**src/hdl/adcsa_pkg.sv**
```systemverilog
`default_nettype none

package adcsa_pkg;

    localparam int SAMPLE_W     = 16;
    localparam int CHAN_IN_W    = 3;
    localparam int SCAN_W       = 2;
    localparam int CODE_W       = 3;
    localparam int STATUS_W     = 3;
    localparam int COUNT_W      = 5;
    localparam int SETUP_W      = 6;
    localparam int CFG_IDX_W    = 3;
    localparam int CFG_DATA_W   = 6;
    localparam int NUM_CFG_CH   = 4;

    // sum of up to 31 samples, and its magnitude
    localparam int SUM_W        = SAMPLE_W + COUNT_W;
    localparam int MAG_W        = SUM_W - 1;
    localparam int DIV_CNT_W    = $clog2(MAG_W + 1);

    localparam logic OP_SAMPLE = 1'b0;
    localparam logic OP_READ   = 1'b1;

    localparam logic [CFG_IDX_W-1:0] CFG_COUNT_BASE = 3'd0;
    localparam logic [CFG_IDX_W-1:0] CFG_SETUP_BASE = 3'd4;

    localparam logic [STATUS_W-1:0] STS_OK        = 3'd0;
    localparam logic [STATUS_W-1:0] STS_DISCARD   = 3'd1;
    localparam logic [STATUS_W-1:0] STS_NO_ACTIVE = 3'd2;
    localparam logic [STATUS_W-1:0] STS_BAD_CHAN  = 3'd3;
    localparam logic [STATUS_W-1:0] STS_INACTIVE  = 3'd4;
    localparam logic [STATUS_W-1:0] STS_NOT_READY = 3'd5;

endpackage

`default_nettype wire

```
**src/hdl/adc_scan_average_sequencer.sv**
```systemverilog
// Round-robin ADC scan sequencer with per-channel averaging.
// Input channel (i_in_valid / o_in_stall) carries one item: a conversion
// sample (op 0) or a request for a channel's average (op 1). Output channel
// (o_out_valid / i_out_stall) returns exactly one result per item, in order.
// A sample item passes through the execute and put states before the block
// is idle again; its result is registered in the put state. A read of an
// n-entry buffer walks the sample memory at one entry a cycle, then a shared
// restoring divider produces one quotient bit a cycle; a read item passes
// through the sum, divide, wait and put states before the block is idle
// again. Error reads finish like sample items.
// o_in_stall is high while an item is in progress; a result waits in the
// output register while i_out_stall is high, and the following item is still
// taken and worked through, then held with o_in_stall high until that result
// transfers.
// Reset clears the scan position, the fill indexes, the full flags and the
// configuration registers; the sample memory is not cleared and needs no
// clearing pass. Configuration is to be written only while the block is idle.
`default_nettype none

module adc_scan_average_sequencer #(
    parameter int NUM_CHANNELS  = 4,
    parameter int MAX_AVG_DEPTH = 16
) (
    input  wire logic                                   i_clk,
    input  wire logic                                   i_rst_n,
    input  wire logic                                   i_in_valid,
    output logic                                        o_in_stall,
    input  wire logic                                   i_op,
    input  wire logic signed [adcsa_pkg::SAMPLE_W-1:0]  i_sample,
    input  wire logic [adcsa_pkg::CHAN_IN_W-1:0]        i_channel,
    output logic                                        o_out_valid,
    input  wire logic                                   i_out_stall,
    output logic [adcsa_pkg::STATUS_W-1:0]              o_status,
    output logic signed [adcsa_pkg::SAMPLE_W-1:0]      o_mean_value,
    output logic [adcsa_pkg::CODE_W-1:0]                o_mux_code,
    output logic [adcsa_pkg::CODE_W-1:0]                o_gain_code,
    output logic                                        o_switched,
    output logic [adcsa_pkg::SCAN_W-1:0]                o_scan_channel,
    input  wire logic                                   i_cfg_we,
    input  wire logic [adcsa_pkg::CFG_IDX_W-1:0]        i_cfg_index,
    input  wire logic [adcsa_pkg::CFG_DATA_W-1:0]       i_cfg_data
);
    import adcsa_pkg::*;

    localparam int CW        = $clog2(NUM_CHANNELS);
    localparam int MEM_DEPTH = NUM_CHANNELS * MAX_AVG_DEPTH;
    localparam int MEM_AW    = $clog2(MEM_DEPTH);

    typedef enum logic [2:0] {
        ST_IDLE,
        ST_EXEC,
        ST_SUM,
        ST_DIV,
        ST_WAIT,
        ST_PUT
    } t_state;

    t_state                     r_state;
    logic [COUNT_W-1:0]         r_count [NUM_CHANNELS];
    logic [SETUP_W-1:0]         r_setup [NUM_CHANNELS];
    logic [COUNT_W-1:0]         r_wi    [NUM_CHANNELS];
    logic [NUM_CHANNELS-1:0]    r_full;
    logic [CW-1:0]              r_cur;
    logic                       r_settle;

    logic                       r_op;
    logic signed [SAMPLE_W-1:0] r_sample;
    logic [CHAN_IN_W-1:0]       r_ch;
    logic [CW-1:0]              r_rd_ch;
    logic [COUNT_W-1:0]         r_n;
    logic [COUNT_W-1:0]         r_k;
    logic                       r_pend;
    logic signed [SUM_W-1:0]    r_sum;

    logic [STATUS_W-1:0]        r_res_status;
    logic signed [SAMPLE_W-1:0] r_res_mean;
    logic                       r_res_sw;

    logic                       r_out_valid;
    logic [STATUS_W-1:0]        r_o_status;
    logic signed [SAMPLE_W-1:0] r_o_mean;
    logic [CODE_W-1:0]          r_o_mux;
    logic [CODE_W-1:0]          r_o_gain;
    logic                       r_o_sw;
    logic [SCAN_W-1:0]          r_o_scan;

    logic [SAMPLE_W-1:0]        r_mem [MEM_DEPTH];
    logic signed [SAMPLE_W-1:0] r_rd_data;

    logic [COUNT_W-1:0]         w_eff [NUM_CHANNELS];
    logic [NUM_CHANNELS-1:0]    w_active;
    logic [CW-1:0]              w_rch;
    logic [CW-1:0]              w_next_start;
    logic [CW:0]                w_find_cur;
    logic [CW:0]                w_find_next;
    logic [COUNT_W:0]           w_wi_inc;
    logic                       w_wrap;
    logic                       w_move;
    logic                       w_rd_go;
    logic                       w_mem_we;
    logic [MEM_AW-1:0]          w_wr_addr;
    logic [MEM_AW-1:0]          w_rd_addr;
    logic                       w_div_start;
    logic                       w_div_done;
    logic signed [SAMPLE_W-1:0] w_div_quo;
    logic                       w_out_free;

    // first active channel from start onwards, cyclic; msb set when found
    function automatic logic [CW:0] find_active(logic [CW-1:0] start,
                                                logic [NUM_CHANNELS-1:0] act);
        logic          found;
        logic [CW-1:0] sel;
        int            s;
        found = 1'b0;
        sel   = '0;
        for (int i = 0; i < NUM_CHANNELS; i++) begin
            s = int'(start) + i;
            if (s >= NUM_CHANNELS) begin
                s = s - NUM_CHANNELS;
            end
            if (!found && act[s]) begin
                found = 1'b1;
                sel   = CW'(s);
            end
        end
        return {found, sel};
    endfunction

    always_comb begin
        for (int c = 0; c < NUM_CHANNELS; c++) begin
            w_eff[c]    = (int'(r_count[c]) > MAX_AVG_DEPTH) ? COUNT_W'(MAX_AVG_DEPTH)
                                                              : r_count[c];
            w_active[c] = (w_eff[c] != '0);
        end
    end

    assign w_rch        = r_ch[CW-1:0];
    assign w_next_start = (int'(r_cur) == NUM_CHANNELS - 1) ? '0 : r_cur + CW'(1);
    assign w_find_cur   = find_active(r_cur, w_active);
    assign w_find_next  = find_active(w_next_start, w_active);
    assign w_wi_inc     = {1'b0, r_wi[r_cur]} + (COUNT_W+1)'(1);
    assign w_wrap       = (w_wi_inc >= {1'b0, w_eff[r_cur]});
    assign w_move       = w_find_next[CW] && (w_find_next[CW-1:0] != r_cur);
    assign w_rd_go      = (r_op == OP_READ) && (int'(r_ch) < NUM_CHANNELS)
                          && w_active[w_rch] && r_full[w_rch];

    assign w_mem_we  = (r_state == ST_EXEC) && (r_op == OP_SAMPLE) && !r_settle
                       && w_active[r_cur];
    assign w_wr_addr = MEM_AW'(int'(r_cur) * MAX_AVG_DEPTH + int'(r_wi[r_cur]));
    assign w_rd_addr = MEM_AW'(int'(r_rd_ch) * MAX_AVG_DEPTH + int'(r_k));

    assign w_div_start = (r_state == ST_DIV);
    assign w_out_free  = !r_out_valid || !i_out_stall;

    assign o_in_stall     = (r_state != ST_IDLE);
    assign o_out_valid    = r_out_valid;
    assign o_status       = r_o_status;
    assign o_mean_value   = r_o_mean;
    assign o_mux_code     = r_o_mux;
    assign o_gain_code    = r_o_gain;
    assign o_switched     = r_o_sw;
    assign o_scan_channel = r_o_scan;

    adcsa_div u_div (
        .i_clk      (i_clk),
        .i_rst_n    (i_rst_n),
        .i_start    (w_div_start),
        .i_dividend (r_sum),
        .i_divisor  (r_n),
        .o_done     (w_div_done),
        .o_quotient (w_div_quo)
    );

    // sample memory
    always_ff @(posedge i_clk) begin
        if (w_mem_we) begin
            r_mem[w_wr_addr] <= r_sample;
        end
        r_rd_data <= r_mem[w_rd_addr];
    end

    // configuration registers
    always_ff @(posedge i_clk) begin
        if (!i_rst_n) begin
            for (int c = 0; c < NUM_CHANNELS; c++) begin
                r_count[c] <= '0;
                r_setup[c] <= '0;
            end
        end else if (i_cfg_we) begin
            for (int c = 0; c < NUM_CHANNELS; c++) begin
                if (c < NUM_CFG_CH) begin
                    if (i_cfg_index == CFG_COUNT_BASE + CFG_IDX_W'(c)) begin
                        r_count[c] <= i_cfg_data[COUNT_W-1:0];
                    end
                    if (i_cfg_index == CFG_SETUP_BASE + CFG_IDX_W'(c)) begin
                        r_setup[c] <= i_cfg_data[SETUP_W-1:0];
                    end
                end
            end
        end
    end

    // sequencer
    always_ff @(posedge i_clk) begin
        if (!i_rst_n) begin
            r_state     <= ST_IDLE;
            r_cur       <= '0;
            r_settle    <= 1'b0;
            r_full      <= '0;
            r_out_valid <= 1'b0;
            r_pend      <= 1'b0;
            for (int c = 0; c < NUM_CHANNELS; c++) begin
                r_wi[c] <= '0;
            end
        end else begin
            if (r_out_valid && !i_out_stall && (r_state != ST_PUT)) begin
                r_out_valid <= 1'b0;
            end
            unique case (r_state)
                ST_IDLE: begin
                    if (i_in_valid) begin
                        r_op     <= i_op;
                        r_sample <= i_sample;
                        r_ch     <= i_channel;
                        r_state  <= ST_EXEC;
                    end
                end
                ST_EXEC: begin
                    r_res_mean <= '0;
                    r_state    <= w_rd_go ? ST_SUM : ST_PUT;
                    if (r_op == OP_READ) begin
                        r_res_sw <= 1'b0;
                        if (int'(r_ch) >= NUM_CHANNELS) begin
                            r_res_status <= STS_BAD_CHAN;
                        end else if (!w_active[w_rch]) begin
                            r_res_status <= STS_INACTIVE;
                        end else if (!r_full[w_rch]) begin
                            r_res_status <= STS_NOT_READY;
                        end else begin
                            r_rd_ch <= w_rch;
                            r_n     <= w_eff[w_rch];
                            r_k     <= '0;
                            r_pend  <= 1'b0;
                            r_sum   <= '0;
                        end
                    end else if (r_settle) begin
                        r_settle     <= 1'b0;
                        r_res_status <= STS_DISCARD;
                        r_res_sw     <= 1'b0;
                    end else if (!w_active[r_cur]) begin
                        r_res_sw <= w_find_cur[CW];
                        if (w_find_cur[CW]) begin
                            r_cur        <= w_find_cur[CW-1:0];
                            r_res_status <= STS_DISCARD;
                        end else begin
                            r_res_status <= STS_NO_ACTIVE;
                        end
                    end else begin
                        r_res_status <= STS_OK;
                        r_res_sw     <= w_wrap && w_move;
                        if (w_wrap) begin
                            r_wi[r_cur]   <= '0;
                            r_full[r_cur] <= 1'b1;
                            if (w_move) begin
                                r_cur    <= w_find_next[CW-1:0];
                                r_settle <= 1'b1;
                            end
                        end else begin
                            r_wi[r_cur] <= w_wi_inc[COUNT_W-1:0];
                        end
                    end
                end
                ST_SUM: begin
                    if (r_k < r_n) begin
                        r_k    <= r_k + COUNT_W'(1);
                        r_pend <= 1'b1;
                    end else begin
                        r_pend <= 1'b0;
                    end
                    if (r_pend) begin
                        r_sum <= r_sum + {{(SUM_W-SAMPLE_W){r_rd_data[SAMPLE_W-1]}},
                                          r_rd_data};
                    end
                    if ((r_k == r_n) && !r_pend) begin
                        r_state <= ST_DIV;
                    end
                end
                ST_DIV: begin
                    r_state <= ST_WAIT;
                end
                ST_WAIT: begin
                    if (w_div_done) begin
                        r_res_mean   <= w_div_quo;
                        r_res_status <= STS_OK;
                        r_state      <= ST_PUT;
                    end
                end
                ST_PUT: begin
                    if (w_out_free) begin
                        r_out_valid <= 1'b1;
                        r_o_status  <= r_res_status;
                        r_o_mean    <= r_res_mean;
                        r_o_mux     <= r_setup[r_cur][SETUP_W-1:CODE_W];
                        r_o_gain    <= r_setup[r_cur][CODE_W-1:0];
                        r_o_sw      <= r_res_sw;
                        r_o_scan    <= SCAN_W'(r_cur);
                        r_state     <= ST_IDLE;
                    end
                end
                default: begin
                    r_state <= ST_IDLE;
                end
            endcase
        end
    end

endmodule

`default_nettype wire

```
**src/hdl/adcsa_div.sv**
```systemverilog
`default_nettype none

module adcsa_div (
    input  wire logic                                 i_clk,
    input  wire logic                                 i_rst_n,
    input  wire logic                                 i_start,
    input  wire logic signed [adcsa_pkg::SUM_W-1:0]   i_dividend,
    input  wire logic [adcsa_pkg::COUNT_W-1:0]        i_divisor,
    output logic                                      o_done,
    output logic signed [adcsa_pkg::SAMPLE_W-1:0]     o_quotient
);
    import adcsa_pkg::*;

    logic                   r_busy;
    logic                   r_done;
    logic                   r_neg;
    logic [DIV_CNT_W-1:0]   r_cnt;
    logic [MAG_W-1:0]       r_quo;
    logic [COUNT_W-1:0]     r_rem;
    logic [COUNT_W-1:0]     r_den;

    logic [COUNT_W:0]       w_trial;
    logic [COUNT_W:0]       w_diff;
    logic                   w_fit;
    logic [SUM_W-1:0]       w_abs;
    logic [MAG_W-1:0]       w_signed;

    assign w_trial  = {r_rem, r_quo[MAG_W-1]};
    assign w_fit    = (w_trial >= {1'b0, r_den});
    assign w_diff   = w_trial - {1'b0, r_den};
    assign w_abs    = i_dividend[SUM_W-1] ? (~i_dividend + SUM_W'(1)) : i_dividend;
    assign w_signed = r_neg ? (~r_quo + MAG_W'(1)) : r_quo;

    assign o_done     = r_done;
    assign o_quotient = w_signed[SAMPLE_W-1:0];

    always_ff @(posedge i_clk) begin
        if (!i_rst_n) begin
            r_busy <= 1'b0;
            r_done <= 1'b0;
            r_cnt  <= '0;
        end else begin
            r_done <= !i_start && r_busy && (r_cnt == DIV_CNT_W'(1));
            if (i_start) begin
                r_busy <= 1'b1;
                r_cnt  <= DIV_CNT_W'(MAG_W);
                r_neg  <= i_dividend[SUM_W-1];
                r_quo  <= w_abs[MAG_W-1:0];
                r_rem  <= '0;
                r_den  <= i_divisor;
            end else if (r_busy) begin
                // one restoring step per cycle
                r_rem <= w_fit ? w_diff[COUNT_W-1:0] : w_trial[COUNT_W-1:0];
                r_quo <= {r_quo[MAG_W-2:0], w_fit};
                r_cnt <= r_cnt - DIV_CNT_W'(1);
                if (r_cnt == DIV_CNT_W'(1)) begin
                    r_busy <= 1'b0;
                end
            end
        end
    end

endmodule

`default_nettype wire
```
**config.mk**
```make
export PLATFORM = sky130hd
export DESIGN_NAME = adc_scan_average_sequencer
export DESIGN_NICKNAME = d
export VERILOG_FILES = /design/src/hdl/adcsa_pkg.sv /design/src/hdl/adc_scan_average_sequencer.sv /design/src/hdl/adcsa_div.sv
export SDC_FILE = /design/constraint.sdc
export NUM_CORES = 2
export LEC_CHECK = 0
export ABC_CLOCK_PERIOD_IN_PS = 4900
export BUFFER_PORTS_ARGS = -buffer_cell sky130_fd_sc_hd__buf_2
export CORE_MARGIN = 4
export CORE_UTILIZATION = 60
export DETAILED_ROUTE_END_ITERATION = 10
export PLACE_DENSITY = 0.76
export SYNTH_ARGS = -nofsm -noshare
export SYNTH_HDL_FRONTEND = slang
export SYNTH_SLANG_ARGS = --single-unit
export TNS_END_PERCENT = 100
```
**constraint.sdc**
```tcl
create_clock -name i_clk -period 4.9 [get_ports i_clk]
set_input_delay 0.98 -clock i_clk [delete_from_list [all_inputs] [get_ports i_clk]]
set_output_delay 0.98 -clock i_clk [all_outputs]
set_load 0.02 [all_outputs]
```
==> summary.txt <==
Floorplanning
  • DIE HEIGHT: 298 um
  • Core ar.: 0.0826 mm2
  • Initial Utilization: 0.610
  • Die W: 298 um
  • Die area: 0.0886 mm2
  • Io pins: 64
  • # rows: 105

Final layout
  • Fin util: 0.684
  • Storage element area: 0.0374 mm2
  • Layout cells sized above 1: 0.258
  • Footprint of the multi-input gates: 0.0124 mm2
  • Area Overhead vs Synth: 12.3%
  • Final nets: 2757
  • Fillers: 5017
  • Final non-filler cell total: 3852

Power
  • Sw frac: 0.216
  • Gate power share: 0.055
  • Internal power: 18.0 mW
  • Max VDD drop: 0.000338 V
  • Clock share of power: 0.409
  • Pwr dens: 406 mW/mm2
  • Switching pwr: 4.96 mW
  • Part of the power in registers: 0.536
  • Leak: 17.9 nW

CTS
  • Post-CTS Setup Inserts: 0
  • Clock sink count: 1257
  • Total CTS buffers: 120
  • CTS tree: yes
  • H-tree Lvls: 3
  • Post-CTS Hold Buffers: 0
  • Clock Path Buffers: 3
  • Post-cts sizing count: 0
  • Clk Tree Root Cell: clkbuf_16
  • Clock Pin Slew Worst Setup and Hold Paths: 60 ps
  • Clock Latency Late Sink: 700 ps

Global routing
  • First-pass GRT wire length: 167000 um
  • Met3 Use GR: 0.0530
  • Congestion Overflow GR: 0
  • Global Route Usage Sum: 0.254
  • Largest net degree at the start of global routing: 79
  • M2 GR Usage: 0.423
  • Most Crowded Layer GR: met2
  • Initial antenna violation count: 5
  • Met1 GRT Util: 0.341
  • Number of global-route vias before repair: 25736

Logic synthesis
  • Syn Area/Cell: 20.2 um2
  • Cells after Synth: 2496
  • Yosys reg bits: 1257
  • Synth unique cells: 63
  • Top cells by area, synth: edfxtp_1 (73%), mux4_2 (16%), dfxtp_1 (1.5%)
  • Synth top area share: 0.727
  • EDFF count, synth: 1220
  • Top_reg_cell synth: edfxtp_1
  • Register area share after synthesis: 0.742
  • Most frequent cells after synthesis: edfxtp_1 (1220), mux4_2 (353), nor2_1 (170), nand2_1 (85), clkbuf_1 (79)
  • Area leader, netlist: edfxtp_1
  • Post-synthesis net count: 2579
  • Synth warnings: 0
  • Count leader, synth: edfxtp_1
  • Syn Std Cell Area: 0.0504 mm2
  • Async SR Flop Fraction: 0

Timing
  • Max-slew violation count: 0
  • Setup WS post-layout: 1060 ps
  • Post-Route Skew: 22.2 ps
  • Max-slew headroom: 0.174
  • Crit share post-route: 0.783
  • RSZ-0062 raised after global routing: no
  • Final hold violations: 0
  • Worst-Margin Slew: 1240 ps
  • Fmax: 0.260 GHz
  • # setup viols final: 0
  • Min Clock Period, post-route: 3840 ps
  • Setup TNS: 0 ps

Routing
  • Overall routed net length: 111000 um
  • Antenna Violating Nets Remaining: 0
  • Via/cell ratio: 6.54
  • DR WL/cell: 28.8 um
  • Initial DRC Count: 2761
  • Drt pass-1 iters: 7
  • Residual DRC: 0
  • DR vias: 25204

Worst setup path
  • CP startpoint kind: flip-flop
  • WS Path Type: reg -> reg
  • Crit path capture type: flip-flop
  • WP data arrival: 4400 ps
  • Reg2reg setup slack: 1060 ps
  • Critical path data required time: 5460 ps
  • Max FO, Critical Path: 19

Min path
  • Tightest Hold Check Type: reg -> reg

Placement
  • Worst slack at placement: 1100 ps
  • DP HPWL: 65300 um
  • I/O Buffers: 63
  • Placed Instances: 3622
  • GP Congestion: 0.818

Status
  • Outcome: finished clean

Flow run
  • Max cap viols: 0
registers in the layout, indices dropped and copies added, names as in the netlist, 4 cells and up, named ones only:
register,flops
r_k,5
u_div.r_rem,5
r_sample,16
r_full,4
r_n,5
r_res_mean,16
u_div.r_quo,20
r_rd_data,16
r_mem,1024
u_div.r_den,5
r_count,20
r_setup,24
u_div.r_cnt,5
o_mean_value,16
r_wi,20
r_sum,21
worst max-delay path, stage by stage (launching register included):
cell and delay [ps]:
dfxtp_1 890, clkinv_1 530, ha_1 610, inv_1 160, and4_1 190, a311oi_1 270, a211oi_1 130, a21bo_2 260
a2111oi_0 430, and3b_1 250
placed cells by master (no fill, tap or decap), drive strengths merged, types with 40 or more instances in the layout:
| cell type | instances |
|---|---|
| nor2 | 170 |
| and2 | 52 |
| inv | 40 |
| a21oi | 42 |
| edfxtp | 1220 |
| nand2 | 85 |
| clkbuf | 154 |
| clkinv | 53 |
| o21ai | 69 |
| mux4 | 353 |
| ha | 47 |
| buf | 167 |
cell type report:
type / count / share of cell area
flip-flops and latches: 1257 / 0.661
well taps: 1070 / 0.0237
inverters: 39 / 0.00259
clock buffers: 154 / 0.0583
clock inverters: 75 / 0.0133
multi-input cells: 1089 / 0.220
repair buffers: 167 / 0.0212
diodes: 1 / 0.0000443
metrics by stage:
stage | hold slack [ps] | power (mW) | instance area (um2)
final | 415 | 22.9 | 56500
after global routing | 424 | 23.7 | 56500
after CTS | 416 | 23.1 | 56500
after detailed placement | 406 | 13.8 | 52500
after global placement | 402 | 13.7 | 52500
after floorplan | 400 | 13.3 | 50400
layer usage:
| layer | up-vias | routed length [um] |
|---|---|---|
| met3 | 235 | 9530 |
| li1 | 10595 | - |
| met5 | - | 36 |
| met1 | 13150 | 41500 |
| met2 | 1218 | 56100 |
| met4 | 6 | 3700 |
logic make-up (layout without fill, tap and decap cells):
family / count (synthesis) / count (layout) / synth area share
AO/OA/AOI/OAI: 202 / 202 / 0.0252
XOR/XNOR: 59 / 59 / 0.0103
adder cells (fa/ha/maj): 49 / 49 / 0.0125
buffers and inverters: 150 / 435 / 0.0114
flip-flops: 1257 / 1257 / 0.742
multiplexers: 355 / 355 / 0.158
other: 0 / 1 / 0
AND/OR/NAND/NOR: 424 / 424 / 0.0404
worst paths after layout:
path,from,end,cells past startpoint
hold / removal,r_res_mean[14],o_mean_value[14],0
hold reg to reg,r_res_mean[14],o_mean_value[14],0
setup reg to reg,r_cur[0],r_cur[1],9
setup / recovery,r_cur[0],r_cur[1],9
power by group through the flow:
stage / sequential, mW / clock [mW] / combinational [mW]
after floorplan: 12.6 / 0 / 0.657
after global placement: 12.5 / 0 / 1.19
after detailed placement: 12.5 / 0 / 1.25
after CTS: 12.3 / 9.51 / 1.26
after global routing: 12.3 / 10.0 / 1.38
final: 12.3 / 9.38 / 1.27
Power figures use the tool's default switching activity.
